==> config.mk <==
export PLATFORM = sky130hd
export DESIGN_NAME = multi_buffer_rotation_queue
export DESIGN_NICKNAME = d
export VERILOG_FILES = /design/src/rtl/mbrq_pkg.sv /design/src/rtl/mbrq_div.sv /design/src/rtl/mbrq_datapath.sv /design/src/rtl/mbrq_ctrl.sv /design/src/rtl/multi_buffer_rotation_queue.sv
export SDC_FILE = /design/constraint.sdc
export NUM_CORES = 1
export LEC_CHECK = 0
export BUFFER_PORTS_ARGS = -buffer_cell sky130_fd_sc_hd__buf_2
export CELL_PAD_IN_SITES_DETAIL_PLACEMENT = 1
export CELL_PAD_IN_SITES_GLOBAL_PLACEMENT = 1
export CORE_ASPECT_RATIO = 2
export CORE_MARGIN = 4
export CORE_UTILIZATION = 43
export CTS_BUF_LIST = sky130_fd_sc_hd__clkbuf_8
export DETAILED_ROUTE_END_ITERATION = 8
export HOLD_SLACK_MARGIN = 0.12
export PLACE_DENSITY_LB_ADDON = 0.1
export SYNTH_ARGS = -nofsm -noshare
export SYNTH_HDL_FRONTEND = slang
export SYNTH_SLANG_ARGS = --single-unit
==> constraint.sdc <==
create_clock -name clock -period 3.8 [get_ports clock]
set_input_delay 0.38 -clock clock [delete_from_list [all_inputs] [get_ports clock]]
set_output_delay 0.38 -clock clock [all_outputs]
set_load 0.05 [all_outputs]
==> src/rtl/mbrq_pkg.sv <==
`timescale 1ns / 1ps
// ----------------------------------------------------------------------------
// mbrq_pkg
// Shared constants, types and helpers for the buffer rotation queue.
// ----------------------------------------------------------------------------
package mbrq_pkg;

   localparam int QUEUE_DEPTH  = 8;
   localparam int BUFFER_COUNT = 6;

   localparam int IDX_W   = $clog2(QUEUE_DEPTH);
   localparam int CNT_W   = $clog2(QUEUE_DEPTH + 1);
   localparam int BUF_W   = 3;
   localparam int SLOT_W  = 8;
   localparam int BYTES_W = 24;
   localparam int TICK_W  = 32;
   localparam int RATE_W  = 16;
   localparam int DATA_W  = 32;
   localparam int ADDR_W  = 3;
   localparam int STEP_W  = $clog2(BYTES_W + 1);

   localparam logic CMD_TRANSFER = 1'b0;
   localparam logic CMD_DEQUEUE  = 1'b1;

   // register select is address bit 2
   localparam logic REG_TRANSFERS = 1'b0;
   localparam logic REG_BYTES     = 1'b1;

   localparam logic [SLOT_W-1:0]  TRANSFERS_RESET = SLOT_W'(4);
   localparam logic [BYTES_W-1:0] BYTES_RESET     = BYTES_W'(32768);
   localparam logic [RATE_W-1:0]  RATE_MAX        = '1;
   localparam logic [BUF_W-1:0]   BUFFER_FIRST    = BUF_W'(1);
   localparam logic [BUF_W-1:0]   BUFFER_LAST     = BUF_W'(BUFFER_COUNT);

   typedef enum logic [1:0] {
      ST_IDLE,
      ST_EXEC,
      ST_DIVIDE,
      ST_WRITE
   } state_type;

   typedef struct packed {
      logic capture;
      logic exec;
      logic load;
   } ctrl_type;

   typedef struct packed {
      logic push;
      logic div_done;
      logic out_free;
   } stat_type;

   function automatic logic [IDX_W-1:0] next_index(input logic [IDX_W-1:0] idx);
      logic [IDX_W-1:0] nxt;
      nxt = (idx == IDX_W'(QUEUE_DEPTH - 1)) ? '0 : idx + 1'b1;
      return nxt;
   endfunction

endpackage

==> src/rtl/mbrq_div.sv <==
`timescale 1ns / 1ps
// ----------------------------------------------------------------------------
// mbrq_div
// Restoring divider, one quotient bit per cycle, for the rate measurement.
// ----------------------------------------------------------------------------
module mbrq_div (
   input  logic                         clock,
   input  logic                         reset,
   input  logic                         start,
   input  logic [mbrq_pkg::BYTES_W-1:0] dividend,
   input  logic [mbrq_pkg::TICK_W-1:0]  divisor,
   output logic                         done,
   output logic [mbrq_pkg::BYTES_W-1:0] quotient
);
   import mbrq_pkg::*;

   logic                busy_ff, busy_in;
   logic                done_ff, done_in;
   logic [STEP_W-1:0]   step_ff, step_in;
   logic [BYTES_W-1:0]  num_ff, num_in;
   logic [TICK_W-1:0]   rem_ff, rem_in;
   logic [TICK_W-1:0]   den_ff, den_in;
   logic [TICK_W:0]     trial;
   logic [TICK_W:0]     diff;

   always_comb begin
      trial   = {rem_ff, num_ff[BYTES_W-1]};
      diff    = trial - {1'b0, den_ff};
      busy_in = busy_ff;
      done_in = 1'b0;
      step_in = step_ff;
      num_in  = num_ff;
      rem_in  = rem_ff;
      den_in  = den_ff;
      if (start) begin
         busy_in = 1'b1;
         step_in = STEP_W'(BYTES_W);
         num_in  = dividend;
         rem_in  = '0;
         den_in  = divisor;
      end else if (busy_ff) begin
         // zero divisor gives all ones, which later saturates
         if (!diff[TICK_W]) begin
            rem_in = diff[TICK_W-1:0];
            num_in = {num_ff[BYTES_W-2:0], 1'b1};
         end else begin
            rem_in = trial[TICK_W-1:0];
            num_in = {num_ff[BYTES_W-2:0], 1'b0};
         end
         step_in = step_ff - 1'b1;
         if (step_ff == STEP_W'(1)) begin
            busy_in = 1'b0;
            done_in = 1'b1;
         end
      end
   end

   always_ff @(posedge clock) begin
      if (reset) begin
         busy_ff <= 1'b0;
         done_ff <= 1'b0;
         step_ff <= '0;
      end else begin
         busy_ff <= busy_in;
         done_ff <= done_in;
         step_ff <= step_in;
      end
      num_ff <= num_in;
      rem_ff <= rem_in;
      den_ff <= den_in;
   end

   assign done     = done_ff;
   assign quotient = num_ff;

endmodule

==> src/rtl/mbrq_datapath.sv <==
`timescale 1ns / 1ps
// ----------------------------------------------------------------------------
// mbrq_datapath
// Settings, fill counters, ring fifo, rate measurement and result register.
// ----------------------------------------------------------------------------
module mbrq_datapath (
   input  logic                         clock,
   input  logic                         reset,
   input  mbrq_pkg::ctrl_type           ctrl,
   output mbrq_pkg::stat_type           stat,
   input  logic                         psel,
   input  logic                         penable,
   input  logic                         pwrite,
   input  logic [mbrq_pkg::ADDR_W-1:0]  paddr,
   input  logic [mbrq_pkg::DATA_W-1:0]  pwdata,
   output logic [mbrq_pkg::DATA_W-1:0]  prdata,
   input  logic                         req_command,
   input  logic [mbrq_pkg::TICK_W-1:0]  req_tick_time,
   output logic                         rsp_valid,
   input  logic                         rsp_stall,
   output logic [mbrq_pkg::BUF_W-1:0]   rsp_active_buffer,
   output logic [mbrq_pkg::SLOT_W-1:0]  rsp_fill_slot,
   output logic [mbrq_pkg::BUF_W-1:0]   rsp_completed_buffer,
   output logic                         rsp_push_dropped,
   output logic [mbrq_pkg::BUF_W-1:0]   rsp_popped_buffer,
   output logic [mbrq_pkg::BUF_W-1:0]   rsp_head_buffer,
   output logic [3:0]                   rsp_queue_count,
   output logic [mbrq_pkg::RATE_W-1:0]  rsp_data_rate
);
   import mbrq_pkg::*;

   logic [SLOT_W-1:0]  tps_ff, tps_in;
   logic [BYTES_W-1:0] bytes_ff, bytes_in;
   logic               cmd_ff;
   logic [TICK_W-1:0]  tick_ff;
   logic [BUF_W-1:0]   cur_ff, cur_in;
   logic [SLOT_W-1:0]  slot_ff, slot_in;
   logic [BUF_W-1:0]   store_ff [QUEUE_DEPTH];
   logic [IDX_W-1:0]   head_ff, head_in;
   logic [IDX_W-1:0]   tail_ff, tail_in;
   logic [CNT_W-1:0]   count_ff, count_in;
   logic [TICK_W-1:0]  last_ff, last_in;
   logic [RATE_W-1:0]  rate_ff, rate_in;
   logic [BUF_W-1:0]   completed_ff, completed_in;
   logic               dropped_ff, dropped_in;
   logic [BUF_W-1:0]   popped_ff, popped_in;
   logic               out_valid_ff, out_valid_in;
   logic [BUF_W-1:0]   out_active_ff, out_completed_ff, out_popped_ff, out_head_ff;
   logic [SLOT_W-1:0]  out_slot_ff;
   logic               out_dropped_ff;
   logic [CNT_W-1:0]   out_count_ff;
   logic [RATE_W-1:0]  out_rate_ff;

   logic [SLOT_W-1:0]  slot_inc;
   logic               push;
   logic               full;
   logic               store_wr;
   logic [IDX_W-1:0]   tail_next;
   logic [BUF_W-1:0]   head_val;
   logic               csr_wr;
   logic               div_done;
   logic [BYTES_W-1:0] div_q;

   assign slot_inc  = slot_ff + 1'b1;
   assign push      = (cmd_ff == CMD_TRANSFER) && (slot_inc == tps_ff);
   assign full      = (count_ff >= CNT_W'(QUEUE_DEPTH));
   assign tail_next = next_index(tail_ff);
   assign store_wr  = ctrl.exec && push && !full;
   assign head_val  = (count_ff != '0) ? store_ff[head_ff] : '0;
   assign csr_wr    = psel && penable && pwrite;

   assign stat.push     = push;
   assign stat.div_done = div_done;
   assign stat.out_free = !out_valid_ff || !rsp_stall;

   mbrq_div u_div (
      .clock    (clock),
      .reset    (reset),
      .start    (ctrl.exec && push),
      .dividend (bytes_ff),
      .divisor  (tick_ff - last_ff),
      .done     (div_done),
      .quotient (div_q)
   );

   always_comb begin
      tps_in       = tps_ff;
      bytes_in     = bytes_ff;
      cur_in       = cur_ff;
      slot_in      = slot_ff;
      head_in      = head_ff;
      tail_in      = tail_ff;
      count_in     = count_ff;
      last_in      = last_ff;
      rate_in      = rate_ff;
      completed_in = completed_ff;
      dropped_in   = dropped_ff;
      popped_in    = popped_ff;
      out_valid_in = out_valid_ff && rsp_stall;

      if (csr_wr) begin
         if (paddr[2] == REG_TRANSFERS) begin
            tps_in = pwdata[SLOT_W-1:0];
         end else begin
            bytes_in = pwdata[BYTES_W-1:0];
         end
      end

      if (ctrl.exec) begin
         completed_in = '0;
         dropped_in   = 1'b0;
         popped_in    = '0;
         if (cmd_ff == CMD_TRANSFER) begin
            slot_in = slot_inc;
            if (push) begin
               completed_in = cur_ff;
               slot_in      = '0;
               last_in      = tick_ff;
               if ((cur_ff >= BUFFER_LAST) || (cur_ff == '0)) begin
                  cur_in = BUFFER_FIRST;
               end else begin
                  cur_in = cur_ff + 1'b1;
               end
               if (full) begin
                  dropped_in = 1'b1;
               end else begin
                  tail_in  = tail_next;
                  count_in = count_ff + 1'b1;
               end
            end
         end else if (count_ff != '0) begin
            popped_in = store_ff[head_ff];
            head_in   = next_index(head_ff);
            count_in  = count_ff - 1'b1;
         end
      end

      if (div_done) begin
         rate_in = (div_q > BYTES_W'(RATE_MAX)) ? RATE_MAX : div_q[RATE_W-1:0];
      end

      if (ctrl.load) begin
         out_valid_in = 1'b1;
      end
   end

   always_ff @(posedge clock) begin
      if (reset) begin
         tps_ff       <= TRANSFERS_RESET;
         bytes_ff     <= BYTES_RESET;
         cur_ff       <= BUFFER_FIRST;
         slot_ff      <= '0;
         head_ff      <= '0;
         tail_ff      <= IDX_W'(QUEUE_DEPTH - 1);
         count_ff     <= '0;
         last_ff      <= '0;
         rate_ff      <= '0;
         out_valid_ff <= 1'b0;
      end else begin
         tps_ff       <= tps_in;
         bytes_ff     <= bytes_in;
         cur_ff       <= cur_in;
         slot_ff      <= slot_in;
         head_ff      <= head_in;
         tail_ff      <= tail_in;
         count_ff     <= count_in;
         last_ff      <= last_in;
         rate_ff      <= rate_in;
         out_valid_ff <= out_valid_in;
      end
      completed_ff <= completed_in;
      dropped_ff   <= dropped_in;
      popped_ff    <= popped_in;
   end

   // request capture
   always_ff @(posedge clock) begin
      if (ctrl.capture) begin
         cmd_ff  <= req_command;
         tick_ff <= req_tick_time;
      end
   end

   // fifo store
   always_ff @(posedge clock) begin
      if (store_wr) begin
         store_ff[tail_next] <= cur_ff;
      end
   end

   // result register
   always_ff @(posedge clock) begin
      if (ctrl.load) begin
         out_active_ff    <= cur_ff;
         out_slot_ff      <= slot_ff;
         out_completed_ff <= completed_ff;
         out_dropped_ff   <= dropped_ff;
         out_popped_ff    <= popped_ff;
         out_head_ff      <= head_val;
         out_count_ff     <= count_ff;
         out_rate_ff      <= rate_ff;
      end
   end

   assign prdata = (paddr[2] == REG_BYTES) ? DATA_W'(bytes_ff) : DATA_W'(tps_ff);

   assign rsp_valid            = out_valid_ff;
   assign rsp_active_buffer    = out_active_ff;
   assign rsp_fill_slot        = out_slot_ff;
   assign rsp_completed_buffer = out_completed_ff;
   assign rsp_push_dropped     = out_dropped_ff;
   assign rsp_popped_buffer    = out_popped_ff;
   assign rsp_head_buffer      = out_head_ff;
   assign rsp_queue_count      = 4'(out_count_ff);
   assign rsp_data_rate        = out_rate_ff;

endmodule

==> src/rtl/mbrq_ctrl.sv <==
`timescale 1ns / 1ps
// ----------------------------------------------------------------------------
// mbrq_ctrl
// Sequencer: capture, execute, wait for the rate divider, write the result.
// ----------------------------------------------------------------------------
module mbrq_ctrl (
   input  logic               clock,
   input  logic               reset,
   input  logic               req_valid,
   output logic               req_stall,
   output mbrq_pkg::ctrl_type ctrl,
   input  mbrq_pkg::stat_type stat
);
   import mbrq_pkg::*;

   state_type state_ff, state_in;

   always_ff @(posedge clock) begin
      if (reset) begin
         state_ff <= ST_IDLE;
      end else begin
         state_ff <= state_in;
      end
   end

   always_comb begin
      state_in     = state_ff;
      ctrl.capture = 1'b0;
      ctrl.exec    = 1'b0;
      ctrl.load    = 1'b0;
      req_stall    = 1'b1;
      case (state_ff)
         ST_IDLE: begin
            req_stall = 1'b0;
            if (req_valid) begin
               ctrl.capture = 1'b1;
               state_in     = ST_EXEC;
            end
         end
         ST_EXEC: begin
            ctrl.exec = 1'b1;
            state_in  = stat.push ? ST_DIVIDE : ST_WRITE;
         end
         ST_DIVIDE: begin
            if (stat.div_done) begin
               state_in = ST_WRITE;
            end
         end
         ST_WRITE: begin
            if (stat.out_free) begin
               ctrl.load = 1'b1;
               state_in  = ST_IDLE;
            end
         end
         default: begin
            state_in = ST_IDLE;
         end
      endcase
   end

endmodule

==> src/rtl/multi_buffer_rotation_queue.sv <==
`timescale 1ns / 1ps
// ----------------------------------------------------------------------------
// multi_buffer_rotation_queue
// Six-buffer fill rotation with a ring fifo of finished buffers and a
// bytes-per-tick rate measurement on every buffer switch.
//
// Request channel: req_valid / req_stall with req_command (0 transfer done,
// 1 dequeue) and req_tick_time. One response per request on rsp_valid /
// rsp_stall, carrying fill position, finished and popped buffers, fifo head
// and count, and the latest rate.
// Sequence: a taken request is captured, then executed; on a buffer switch
// the block waits for the 24-step restoring divider that computes the rate,
// and then loads the response register. One request is in flight at a
// time: no new request is taken until the current response is loaded.
// The response register sits between the channels: a new request is taken
// while an earlier response is still stalled, and the block holds in its
// last step until the response register frees.
// Reset (synchronous) restores both settings, sets buffer 1, slot 0, an empty
// fifo and a zero rate. Settings are written on the APB-style port.
// ----------------------------------------------------------------------------
module multi_buffer_rotation_queue (
   input  logic                         clock,
   input  logic                         reset,
   input  logic                         psel,
   input  logic                         penable,
   input  logic                         pwrite,
   input  logic [mbrq_pkg::ADDR_W-1:0]  paddr,
   input  logic [mbrq_pkg::DATA_W-1:0]  pwdata,
   output logic [mbrq_pkg::DATA_W-1:0]  prdata,
   output logic                         pready,
   input  logic                         req_valid,
   output logic                         req_stall,
   input  logic                         req_command,
   input  logic [mbrq_pkg::TICK_W-1:0]  req_tick_time,
   output logic                         rsp_valid,
   input  logic                         rsp_stall,
   output logic [mbrq_pkg::BUF_W-1:0]   rsp_active_buffer,
   output logic [mbrq_pkg::SLOT_W-1:0]  rsp_fill_slot,
   output logic [mbrq_pkg::BUF_W-1:0]   rsp_completed_buffer,
   output logic                         rsp_push_dropped,
   output logic [mbrq_pkg::BUF_W-1:0]   rsp_popped_buffer,
   output logic [mbrq_pkg::BUF_W-1:0]   rsp_head_buffer,
   output logic [3:0]                   rsp_queue_count,
   output logic [mbrq_pkg::RATE_W-1:0]  rsp_data_rate
);
   import mbrq_pkg::*;

   ctrl_type ctrl;
   stat_type stat;

   assign pready = 1'b1;

   mbrq_ctrl u_ctrl (
      .clock     (clock),
      .reset     (reset),
      .req_valid (req_valid),
      .req_stall (req_stall),
      .ctrl      (ctrl),
      .stat      (stat)
   );

   mbrq_datapath u_datapath (
      .clock                (clock),
      .reset                (reset),
      .ctrl                 (ctrl),
      .stat                 (stat),
      .psel                 (psel),
      .penable              (penable),
      .pwrite               (pwrite),
      .paddr                (paddr),
      .pwdata               (pwdata),
      .prdata               (prdata),
      .req_command          (req_command),
      .req_tick_time        (req_tick_time),
      .rsp_valid            (rsp_valid),
      .rsp_stall            (rsp_stall),
      .rsp_active_buffer    (rsp_active_buffer),
      .rsp_fill_slot        (rsp_fill_slot),
      .rsp_completed_buffer (rsp_completed_buffer),
      .rsp_push_dropped     (rsp_push_dropped),
      .rsp_popped_buffer    (rsp_popped_buffer),
      .rsp_head_buffer      (rsp_head_buffer),
      .rsp_queue_count      (rsp_queue_count),
      .rsp_data_rate        (rsp_data_rate)
   );

endmodule
# ---- Word-level counts from Yosys, hierarchy flattened
# Memories as Yosys holds them, arrays and structs flattened. A register that Yosys moved wholly into a read port is not among the register bits.
# Cells that the tools add are included.
dict set report op_classes {
  add_sub_neg 9
  n_bitwise 5
  reduce_logical 27
  eq_ne 12
  mux 38
  n_lt_le_gt_ge 3
}
# operator count
set ops {}
lappend ops {{24-bit 2-to-1 mux} 3}
lappend ops {{33-bit by 32-bit subtractor with 33-bit output} 1}
lappend ops {{32-bit 2-to-1 mux} 1}
lappend ops {{32-bit subtractor} 1}
lappend ops {{24-bit by 16-bit > comparator with 1-bit output, second input constant} 1}
lappend ops {{3-bit 2-to-1 mux} 6}
lappend ops {{1-bit 2-to-1 mux} 16}
lappend ops {{16-bit 2-to-1 mux} 1}
lappend ops {{4-bit 2-to-1 mux} 4}
lappend ops {{5-bit 2-to-1 mux} 2}
lappend ops {{3-bit by 1-bit adder with 3-bit output, second input constant} 3}
lappend ops {{3-bit AND reduction} 3}
lappend ops {{8-bit by 1-bit adder with 8-bit output, second input constant} 1}
lappend ops {{8-bit equality test} 1}
lappend ops {{8-bit 2-to-1 mux} 1}
lappend ops {{2-bit one-hot mux with 4 select lines} 1}
lappend ops {{4-bit AND reduction} 2}
lappend ops {{3-bit equality test, second input constant} 2}
lappend ops {{1-bit logical AND} 6}
lappend ops {{2-bit 2-to-1 mux} 3}
lappend ops {{2-bit inequality test, second input constant} 3}
lappend ops {{2-bit AND reduction} 3}
lappend ops {{5-bit by 1-bit equality test with 1-bit output, second input constant} 1}
lappend ops {{1-bit inverter} 5}
lappend ops {{other kinds (16)} 23}
dict set report word_totals {
  mem_bits_rw 24
  mem_count 1
  elab_cells 126
  ff_bits 280
}
# name words word_bits read_ports rd_clocked_by_memory_dff wr line_no
set memory_table {}
lappend memory_table {u_datapath.store_ff 8 3 1 1 1 mbrq_datapath.sv:38} ;# logic [BUF_W-1:0] store_ff [QUEUE_DEPTH];

# ---- Logic depth before layout (Yosys ltp)
# Gate-level depths: netlist of run 1.
dict set report logic_depth {
  ltp_word 7
  depth_mapped 12
  depth_no_buf 11
}

# ---- Hierarchy
# A second synthesis of run 1 with hierarchy kept.
dict set report hier_totals {
  cells_unflattened 1587
  hier_area_um2 15677.5
}
# mod area_per_inst_um2 cells_per_inst instances
set modules_own_cells {}
lappend modules_own_cells {mbrq_datapath 9715.6 965 1}
lappend modules_own_cells {mbrq_div 5723.0 594 1}
lappend modules_own_cells {mbrq_ctrl 227.7 26 1}
lappend modules_own_cells {multi_buffer_rotation_queue 11.3 2 1}

# ---- Least setup slack after synthesis of run 1
# No wires, ideal clock.
dict set report synth_timing {
  kind {register -> register}
  startpoint {reg u_datapath.out_valid_ff (netlist: u_datapath.rsp_valid)}
  endpoint {reg u_datapath.out_active_ff[0] (netlist: u_datapath.rsp_active_buffer[0]), enable pin}
  t_arrival_ns 3.581
  stages_incl_launch_ff 2
  t_required_ns 3.298
  setup_ns 0.502
  setup_slack_ns -0.283
  cell_sequence {dfxtp_1 a21boi_0}
}
# element line_no
set synth_rtl {}
lappend synth_rtl {{start, declared} mbrq_datapath.sv:47} ;# logic out_valid_ff, out_valid_in;
lappend synth_rtl {{start signal, assigned} mbrq_datapath.sv:169} ;# out_valid_ff <= out_valid_in;
lappend synth_rtl {{end signal, assigned} mbrq_datapath.sv:194} ;# out_active_ff <= cur_ff;
lappend synth_rtl {{end, declared} mbrq_datapath.sv:48} ;# logic [BUF_W-1:0] out_active_ff, out_completed_ff, out_popped_ff, out_head_ff;

# ---- Final worst setup path of run 1
dict set report layout_timing {
  startpoint {reg u_datapath.tick_ff[0]}
  endpoint {reg u_datapath.u_div.den_ff[28] (data pin)}
}
dict set report layout_via {
  elab_chain_cells 1
}
# element line_no
set layout_rtl {}
lappend layout_rtl {{start, declared} mbrq_datapath.sv:35} ;# logic [TICK_W-1:0] tick_ff;
lappend layout_rtl {{start signal, assigned} mbrq_datapath.sv:180} ;# tick_ff <= req_tick_time;
lappend layout_rtl {{32-bit subtractor} mbrq_datapath.sv:81} ;# .divisor (tick_ff - last_ff),
lappend layout_rtl {{named net u_datapath.u_div.divisor (one bit)} mbrq_div.sv:11} ;# input logic [mbrq_pkg::TICK_W-1:0] divisor,
lappend layout_rtl {{end signal, assigned} mbrq_div.sv:70} ;# den_ff <= den_in;
lappend layout_rtl {{end, declared} mbrq_div.sv:22} ;# logic [TICK_W-1:0] den_ff, den_in;
# The timed path passes the listed nets, and every way through them passes these cells.
# A chain may end at the register's enable or synchronous reset.

==> results.cfg, run 1 <==
[run_status]
status = completed

[clocking]
clock-root-buffer = clkbuf_8
htree_levels = 2
path_clk_slew_ns = 0.07
ctsHoldBuffers = 58
clock_latency_ns = 0.60
cts_sinks = 307
cts_tree = built
cts_buffers = 46
postCtsSetupBuffers = 0
cts-resized-gates = 0
cts_buffer_depth = 3

[grt]
grt_max_degree = 99
grtUsageTotal_pct = 20.2
grt_pass1_vias = 13200
antenna_found_initial = 1
grt_pass1_wl_microns = 64300
grt_overflow = 0

[pwr]
power_leakage_nw = 7.14
power_mw = 8.31
ir_worst_vdd_mv = 0.371
power_density_nw_per_um2 = 461

[detailed_routing]
drc = 0
vias = 12100
viasPerCell = 5.43
avgRoutedWirePerCell_microns = 17.7
ant_nets = 0
first_pass_iters = 4
drt_iter0_drc = 296
routed_wl_microns = 39400

[worst_setup_path]
path_cells = inv_1, ha_1, fa_1, nor2b_1, o31a_1, o311ai_2, a21oi_1, o41ai_2, a31oi_1, or4b_1, nand3_1
rr_worst_depth = 11
crit_fanout = 5
crit_family = compound AO/OA/AOI/OAI gates
slowest_stage = or4b_1
crit_path_end_kind = register
worstPathRequired_ns = 4.24
worst_setup_path_endpoint = u_datapath.u_div.den_ff[28]
crit_start = u_datapath.tick_ff[0]
path_class = reg2reg
r2r_start = u_datapath.tick_ff[0]
cp.arrival_ns = 3.84
critical_path_depth = 11
worst-path-buf-inv = 1
r2r_setup_slack_ns = 0.40
start_kind = register
r2r_end = u_datapath.u_div.den_ff[28]
crit_path_max_incr_delay_ns = 0.59

[min_path]
hp-start = penable
min_path_type = in2reg

[floorplan]
dieWidth_microns = 142
floorplan.rows = 97
top_level_ports = 151
fp.dieH_microns = 276
start_util_pct = 43.7
core_sq_um = 35200
die_area_sq_um = 39100

[logic_synthesis]
ys_seq_area_share_pct = 50.4
synth_xor_area_share_pct = 4.09
yosysUniqueCellTypes = 85
yosys.area_share.simple_pct = 15.1
syn_inst = 1553
async_flop_share_pct = 0
avgSynthCellArea_sq_um = 9.91
ys_warn_count = 0
synth_area_sq_um = 15400
synth-compound-area-share_pct = 16.2
ys_seq_elements = 307
yosys.area_share.adder_pct = 6.89
synth_top_flop_cell = edfxtp_1
synthMuxAreaShare_pct = 2.53
synth_top_family_by_area = compound AO/OA/AOI/OAI gates
synth_edf_count = 161

[sta]
fin_skew_ns = 0.0310
rsz0062_at_grt = false
post-route-period-util_pct = 89.4
slew_headroom_pct = 26.0
min_period_ns = 3.40
finalHoldViolations = 0
final-setup-viol-count = 0
drv_slew = 0
tightest_slew_ns = 1.11
clock.fmax_mhz = 294
setup_tns_ns = 0

[placed_design]
portBuffers = 131
place.gp.congestion = 0.853
dp_cells = 2087
place_area_sq_um = 16500
dp_hpwl_microns = 28000

[final_layout]
fin_nets = 1906
areaGrowthSynthToFinish_pct = 17.0
final_layout_size_suffix_gt1_share_pct = 15.6
final_cells = 2230
finish.instance_area_sq_um = 18000

[run]
cap_violations = 0
worst min-delay path by stage:
stage / end / slack [ns] / cells after the start
final: u_datapath.bytes_ff[6] / 0.29 / 5
after global routing: u_datapath.bytes_ff[3] / 0.32 / 5
after CTS: u_datapath.bytes_ff[6] / 0.26 / 5
after detailed placement: u_datapath.rsp_completed_buffer[2] / 0.41 / 0
after global placement: u_datapath.rsp_completed_buffer[2] / 0.41 / 0
after floorplan: u_datapath.rsp_completed_buffer[0] / 0.40 / 0
power by group:
part | internal [mW] | total (mW) | leakage [nW] | switching, mW
logic | 0.655 | 1.75 | 3.97 | 1.10
clock network | 1.35 | 2.66 | 0.511 | 1.31
registers | 3.77 | 3.89 | 2.65 | 0.122
through the flow:
stage	hold slack [ns]	util (%)	worst slack, ns
2_1_floorplan	0.400	-	0.689
5_1_grt	0.324	51.2	0.161
6_report	0.292	51.2	0.404
4_1_cts	0.262	51.1	0.407
3_3_place_gp	0.405	47.0	0.488
3_5_place_dp	0.406	47.0	0.430
layout make-up:
| cell class | instances | area (sq um) |
|---|---|---|
| tap | 445 | 557 |
| clock buffer | 53 | 729 |
| fill | 4025 | 17200 |
| clock inverter | 31 | 166 |
| antenna | 1 | 2.50 |
| multi-input combinational | 1078 | 6950 |
| inverter | 98 | 369 |
| sequential | 307 | 7760 |
| timing repair buffer | 217 | 1470 |
cell usage after synthesis (6+ instances only):
cell      count  area share [%]
a211oi_1      6            0.29
nand2b_1     10            0.41
a21oi_1     141             4.6
nand2_1     277             6.8
o211ai_1     12            0.59
ha_1         80             6.5
or3_1         7            0.28
mux2i_1      16             1.0
nor4_1        8            0.33
edfxtp_1    161              31
a21o_1       29             1.4
buf_4        10            0.49
o21a_1       14            0.68
nand3b_1      7            0.34
inv_1        98             2.4
clkbuf_1     43             1.0
nand3_1      30            0.98
xnor2_1      38             2.2
mux4_2        6            0.88
nor2b_1      13            0.53
a31oi_1      27             1.1
nor3_1       21            0.68
o21ai_0      68             2.2
and2_1       22            0.89
o221a_2      16             1.2
mux2_2        7            0.51
buf_2        17            0.55
nor2_1       64             1.6
nand4_1      12            0.49
and3_1       15            0.61
xor2_1       25             1.4
dfxtp_1     146              19
worst register-to-register path, stage by stage (launching register included):
cell and delay [ns]:
edfxtp_1 0.38, inv_1 0.07, ha_1 0.18, fa_1 0.22, nor2b_1 0.07, o31a_1 0.29, o311ai_2 0.39, a21oi_1 0.27
o41ai_2 0.43, a31oi_1 0.27, or4b_1 0.59, nand3_1 0.10
layout by cell type, fill, tap and decap left out, types with 10 or more instances in the layout:
cell type and count:
a21o_1 29, a21oi_1 141, a31oi_1 27, and2_1 21, and3_1 15, buf_2 131, buf_4 26, clkbuf_8 53
dfxtp_1 146, dlygate4sd3_1 58, edfxtp_1 161, ha_1 80, inv_1 110, mux2i_1 16, nand2_1 277, nand2b_1 10
nand3_1 30, nand4_1 12, nor2_1 64, nor2b_1 13, nor3_1 21, o211ai_1 12, o21a_1 14, o21ai_0 68
o221a_2 16, xnor2_1 38, xor2_1 25
metal layers:
| layer | up-vias | global-route usage, % | routed length (microns) |
|---|---|---|---|
| met1 | 5902 | 19.5 | 13800 |
| met2 | 203 | 41.3 | 22600 |
| met3 | 101 | 2.57 | 1280 |
| met4 | 0 | 9.05 | 1720 |
| met5 | - | 0 | 0 |
| li1 | 5907 | - | - |
cells by family (layout without fill, tap and decap cells):
group                    Yosys count  in the layout
AO/OA/AOI/OAI                    382            382
XOR/XNOR                          66             66
adder cells (fa/ha/maj)           83             83
buffers and inverters            175            399
flip-flops                       307            307
multiplexers                      30             30
other                              2             10
AND/OR/NAND/NOR                  508            508
sequential cells by signal (all words and copies together), names as in the netlist, 4 cells and up, named ones only:
| name | count |
|---|---|
| u_datapath.u_div.step_ff | 5 |
| u_datapath.rsp_data_rate | 16 |
| u_datapath.store_ff | 24 |
| u_datapath.rsp_queue_count | 4 |
| u_datapath.tick_ff | 32 |
| u_datapath.rate_ff | 16 |
| u_datapath.u_div.den_ff | 32 |
| u_datapath.tps_ff | 8 |
| u_datapath.last_ff | 32 |
| u_datapath.count_ff | 4 |
| u_datapath.u_div.quotient | 24 |
| u_datapath.rsp_fill_slot | 8 |
| u_datapath.bytes_ff | 24 |
| u_datapath.slot_ff | 8 |
| u_datapath.u_div.rem_ff | 32 |
Power figures use the tool's default switching activity.
==> inputs of run 2 (changes only) <==
CORE_UTILIZATION = 44   (was 43)
SLEW_MARGIN = 40   (was unset)
SYNTH_HIERARCHICAL = 1   (was unset)
==> run 2 against run 1 <==
- register-to-register slack better by 0.02 ns
- first-iteration DRC count is 66% higher
- global-route usage is 2.8 points higher
- flip-flop and latch count stayed put
- clock-buffer cell count is 2 lower
- setup slack better by 0.023 ns
- sequential power is 7.2% higher
- critical endpoint is now u_datapath/u_div/rem_ff[5]
==> results.cfg, run 2 <==
[sta]
fin_skew_ns = 0.0341
tightest_slew_ns = 0.834
rsz0062_at_grt = false
drv_slew = 0
clock.fmax_mhz = 296
post-route-period-util_pct = 88.8
finalHoldViolations = 0
setup_ws_ns = 0.427
min_period_ns = 3.37
slew_headroom_pct = 44.4
setup_tns_ns = 0
final-setup-viol-count = 0

[logic_synthesis]
synth_top_family_by_area = simple AND/OR/NAND/NOR gates
synth_edf_count = 161
avgSynthCellArea_sq_um = 9.88
ys_seq_area_share_pct = 49.5
ys_warn_count = 6
synth_common_cells = nand2_1 (198), edfxtp_1 (161), dfxtp_1 (146)
synth_top_area_share_pct = 30.8
synthMuxAreaShare_pct = 3.86
syn_inst = 1587
yosysUniqueCellTypes = 84
synth.most_common_cell = nand2_1
synth-compound-area-share_pct = 14.3
yosys.area.top_type = edfxtp_1
async_flop_share_pct = 0
synth_top_flop_cell = edfxtp_1
yosys.area_share.simple_pct = 16.5
ys_top_cells_by_area = edfxtp_1 (31%), dfxtp_1 (19%), ha_1 (6.4%), nand2_1 (4.7%), a21oi_1 (4.4%)
synth_xor_area_share_pct = 3.85
ys_seq_elements = 307
synth_area_sq_um = 15700
yosys.area_share.adder_pct = 6.77

[worst_setup_path]
crit_family = simple AND/OR/NAND/NOR gates
cp.arrival_ns = 3.86
crit_path_max_incr_delay_ns = 0.43
start_kind = register
slowest_stage = edfxtp_1
worst-path-buf-inv = 2
path_cells = inv_1, ha_1, fa_1, nand2b_1, a21oi_1, nor4_1, or3_1, a21o_1, nand3_4, a211o_1, buf_4, nand3_1, a311oi_1
crit_path_end_kind = register
worstPathRequired_ns = 4.29
crit_fanout = 17
path_class = reg2reg

[floorplan]
start_util_pct = 44.7
floorplan.rows = 97
top_level_ports = 151
fp.dieH_microns = 275
dieWidth_microns = 141
die_area_sq_um = 38900
core_sq_um = 35100

[detailed_routing]
drc = 0
vias = 12300
ant_nets = 0
drt_iter0_drc = 491
first_pass_iters = 5
viasPerCell = 5.48
routed_wl_microns = 44900
avgRoutedWirePerCell_microns = 20.0

[final_layout]
layout_common_cells = nand2_1 (198), edfxtp_1 (161), dfxtp_1 (145), a21oi_1 (139), nor2_1 (131)
areaGrowthSynthToFinish_pct = 17.0
final_cells = 2251
final_common_cell = nand2_1
seqCellArea_sq_um = 7760
multiInputGateArea_sq_um = 7150
fin_nets = 1924
final_layout_size_suffix_gt1_share_pct = 16.1
fill_cells = 3970
finish.instance_area_sq_um = 18300

[clocking]
cts_sinks = 307
clock-root-buffer = clkbuf_8
cts_tree = built
postCtsSetupBuffers = 0
cts_buffers = 47
cts-resized-gates = 0
cts_buffer_depth = 3
path_clk_slew_ns = 0.06
htree_levels = 2
ctsHoldBuffers = 58
clock_latency_ns = 0.60

[grt]
grt_overflow = 0
grt_pass1_vias = 13200
antenna_found_initial = 1
grt_max_degree = 67
grtUsageTotal_pct = 23.0
grt_pass1_wl_microns = 70900

[pwr]
power_leakage_nw = 7.09
power_mw = 10.8
power_density_nw_per_um2 = 588
ir_worst_vdd_mv = 0.381

[min_path]
min_path_type = in2reg

[placed_design]
dp_hpwl_microns = 33000
portBuffers = 131
dp_cells = 2104
place_area_sq_um = 16700
place.gp.congestion = 0.901
dpl_worst_slack_ns = 0.403

[run_status]
status = completed

[run]
cap_violations = 0
[run 2: cell type report]
type | instances | share of cell area, %
diodes | 1 | 0.0136
clock buffers | 51 | 3.83
clock inverters | 37 | 1.91
inverters | 99 | 2.05
multi-input cells | 1101 | 38.9
flip-flops and latches | 307 | 42.3
well taps | 445 | 3.03
repair buffers | 210 | 7.92
[run 2: metal layers]
layer | track usage, % | part of all wire [%]
met2 | 44.6 | 56
met3 | 2.66 | 2.5
met5 | 0 | 0
met4 | 12.0 | 5.5
met1 | 23.9 | 36
[run 2: logic make-up after synthesis]
family	after synthesis
compound gates	349
other cells	2
xor+xnor	68
fa+ha+maj	83
mux	49
flops	307
buf+inv	186
simple gates	543
[run 2: worst register-to-register path: cells and delay by family, from the launching register on]
family          cells  cell delay (ns)
compound gates      4             0.92
fa+ha+maj           2             0.63
buf+inv             2             0.33
flops               1             0.43
simple gates        5             0.98
[run 2: final timing paths]
path	from	cells past startpoint	to	slack, ns
worst max-delay path	u_datapath/u_div/quotient[23]	13	u_datapath/u_div/rem_ff[5]	0.43
worst min-delay path	req_valid	4	u_ctrl/state_ff[1]	0.25
worst max register to register	u_datapath/u_div/quotient[23]	13	u_datapath/u_div/rem_ff[5]	0.43
worst min register to register	u_datapath/popped_ff[0]	0	u_datapath/rsp_popped_buffer[0]	0.43
[run 2: report_power, final]
| group | internal [mW] | switching [mW] | leakage (nW) |
|---|---|---|---|
| registers | 3.91 | 0.255 | 2.69 |
| logic | 1.34 | 2.21 | 3.80 |
| clock network | 1.73 | 1.34 | 0.597 |
| total | 6.98 | 3.80 | 7.09 |
[run 2: stage by stage]
stage                     utilization, %  hold slack (ns)
after floorplan                        -            0.400
after global routing                52.3            0.264
after detailed placement            47.6            0.417
after global placement              47.5            0.409
after CTS                           52.3            0.216
final                               52.3            0.250
==> inputs of run 3 (changes only) <==
ABC_AREA = 1   (was unset)
CORE_UTILIZATION = 41   (was 44)
==> run 3 against run 2 <==
- clock-buffer cell count unchanged
- wire length grew 16%
- combinational power down 51%
- via count is 20% higher
- setup slack better by 0.33 ns
- cell count is 33% higher
- critical endpoint is now u_datapath/u_div/rem_ff[12]
- largest power group unchanged
==> results.cfg, run 3 <==
[run_status]
status = completed

[final_layout]
layout_common_cells = nand2_1 (658), inv_1 (388), nor2_1 (231), edfxtp_1 (161), dfxtp_1 (146)
post-route-util_pct = 47.9
final_common_cell = nand2_1
finish.instance_area_sq_um = 19600
fill_cells = 5194
fin_nets = 2582
areaGrowthSynthToFinish_pct = 15.7
final_layout_size_suffix_gt1_share_pct = 11.3
final_cells = 3000

[detailed_routing]
met2_length_microns = 30600
ant_nets = 0
viasPerCell = 4.94
drt_iter0_drc = 454
routed_wl_microns = 52000
drc = 0
vias = 14800
wl_met1_microns = 16800
dr.max_layer_used = met4
dr_wl_met3_microns = 1450
first_pass_iters = 4
avgRoutedWirePerCell_microns = 17.3

[pwr]
power_leakage_nw = 9.52
power_density_nw_per_um2 = 424
ir_worst_vdd_mv = 0.314

[sta]
drv_slew = 0
hold_ws_ns = 0.246
post-route-period-util_pct = 80.0
rsz0062_at_grt = false
slew_headroom_pct = 50.7
finalHoldViolations = 0
clock.fmax_mhz = 329
final-setup-viol-count = 0
setup_tns_ns = 0
tightest_slew_ns = 0.739
min_period_ns = 3.04
fin_skew_ns = 0.0239

[worst_setup_path]
crit_fanout = 33
crit_path_end_kind = register
slowest_stage = edfxtp_1
start_kind = register
crit_family = simple AND/OR/NAND/NOR gates
cp.arrival_ns = 3.51
worst-path-buf-inv = 2
path_class = reg2reg
crit_top_cell = nand2_1
worstPathRequired_ns = 4.27
crit_path_max_incr_delay_ns = 0.53
path_cells = inv_1, ha_1, fa_1, inv_1, nand2_1, nand2_1, nand3_1, nand2_1, nand2_1, nand2_2, nand2_4, nand2_4, nand2_2, nand2_4, nand2_1, nand3_1, nand2_1

[placed_design]
place.gp.congestion = 0.893
dp_hpwl_microns = 41000
place_area_sq_um = 18100
dp_cells = 2853
portBuffers = 131

[logic_synthesis]
avgSynthCellArea_sq_um = 7.62
synth_top_flop_cell = edfxtp_1
ys_seq_elements = 307
ys_warn_count = 6
yosysUniqueCellTypes = 51
synth_area_sq_um = 16900
synth_top_area_share_pct = 28.6
ys_top_cells_by_area = edfxtp_1 (29%), dfxtp_1 (17%), nand2_1 (15%), inv_1 (8.2%), ha_1 (5.9%)
ys_seq_area_share_pct = 45.9
synth.most_common_cell = nand2_1
yosys.area.top_type = edfxtp_1
synth_edf_count = 161
async_flop_share_pct = 0
synth_common_cells = nand2_1 (658), inv_1 (371), nor2_1 (233)
syn_inst = 2220

[clocking]
cts-resized-gates = 0
clock_latency_ns = 0.59
clock-root-buffer = clkbuf_8
cts_tree = built
path_clk_slew_ns = 0.07
cts_buffers = 46
ctsHoldBuffers = 58
cts_buffer_depth = 3
htree_levels = 2
postCtsSetupBuffers = 0
cts_sinks = 307

[grt]
grtUsageTotal_pct = 23.8
antenna_found_initial = 3
grt_overflow = 0
grt_pass1_vias = 16300
grt_max_degree = 68
grt_pass1_wl_microns = 83400

[min_path]
min_path_type = in2reg

[floorplan]
start_util_pct = 41.4
dieWidth_microns = 152
fp.dieH_microns = 295
floorplan.rows = 105
core_sq_um = 40900
die_area_sq_um = 44800
top_level_ports = 151

[run]
cap_violations = 0
-- run 3: cell types whose count changed in the layout (fill, tap and decap cells not counted), sizes merged, moves of 26 or more --
cell,before,now
a21oi,140,82
inv,115,402
mux2,32,0
nand2,199,687
nand3,44,111
nor2,132,253
nor3,41,15
o21ai,69,102
-- run 3: stage by stage --
step                      power [mW]  worst slack (ns)
after floorplan                 5.07             0.240
after global placement          5.62             0.743
after detailed placement        5.67             0.678
after CTS                       8.41             0.650
after global routing            8.72             0.466
final                           8.29             0.760
-- run 3: cell families (layout without fill, tap and decap cells) --
| logic type | Yosys count | after routing | share of synthesized area (%) |
|---|---|---|---|
| buf+inv | 444 | 679 | 10.6 |
| other cells | 2 | 12 | 0.0444 |
| compound gates | 244 | 244 | 8.01 |
| simple gates | 1093 | 1093 | 26.8 |
| flops | 307 | 307 | 45.9 |
| fa+ha+maj | 83 | 83 | 6.27 |
| xor+xnor | 47 | 47 | 2.43 |
-- run 3: path summary, 6_finish.rpt --
| kind | start | end | slack (ns) | depth (start not counted) |
|---|---|---|---|---|
| max | u_datapath/u_div/quotient[23] | u_datapath/u_div/rem_ff[12] | 0.76 | 17 |
| min | req_valid | u_ctrl/state_ff[1] | 0.25 | 7 |
| max reg2reg | u_datapath/u_div/quotient[23] | u_datapath/u_div/rem_ff[12] | 0.76 | 17 |
| min reg2reg | u_datapath/completed_ff[2] | u_datapath/rsp_completed_buffer[2] | 0.43 | 0 |
-- run 3: per-layer routing --
metal	up-vias	global-route usage (%)
li1	7382	-
met1	7017	21.4
met2	269	49.2
met3	163	2.79
met4	0	12.7
met5	-	0
-- run 3: power by group --
group / switching [mW] / total [mW] / internal [mW]
Combinational: 1.20 / 1.73 / 0.534
Sequential: 0.137 / 3.91 / 3.77
Clock: 1.34 / 2.66 / 1.32
-- run 3: cell type report --
cell class              instances  area (sq um)  share of cell area [%]
multi-input cells            1476          7390                    37.8
inverters                     383          1450                    7.39
repair buffers                210          1410                    7.19
clock buffers                  51           702                    3.59
clock inverters                35           188                   0.959
flip-flops and latches        307          7760                    39.6
diodes                          3          7.51                  0.0384
well taps                     535           669                    3.42
-- run 3: worst register-to-register path: stages, from the launching register on --
cell and delay, ns:
edfxtp_1 0.53, inv_1 0.15, ha_1 0.25, fa_1 0.42
inv_1 0.09, nand2_1 0.05, nand2_1 0.13, nand3_1 0.08
nand2_1 0.14, nand2_1 0.08, nand2_2 0.11, nand2_4 0.10
nand2_4 0.09, nand2_2 0.07, nand2_4 0.34, nand2_1 0.14
nand3_1 0.11, nand2_1 0.05
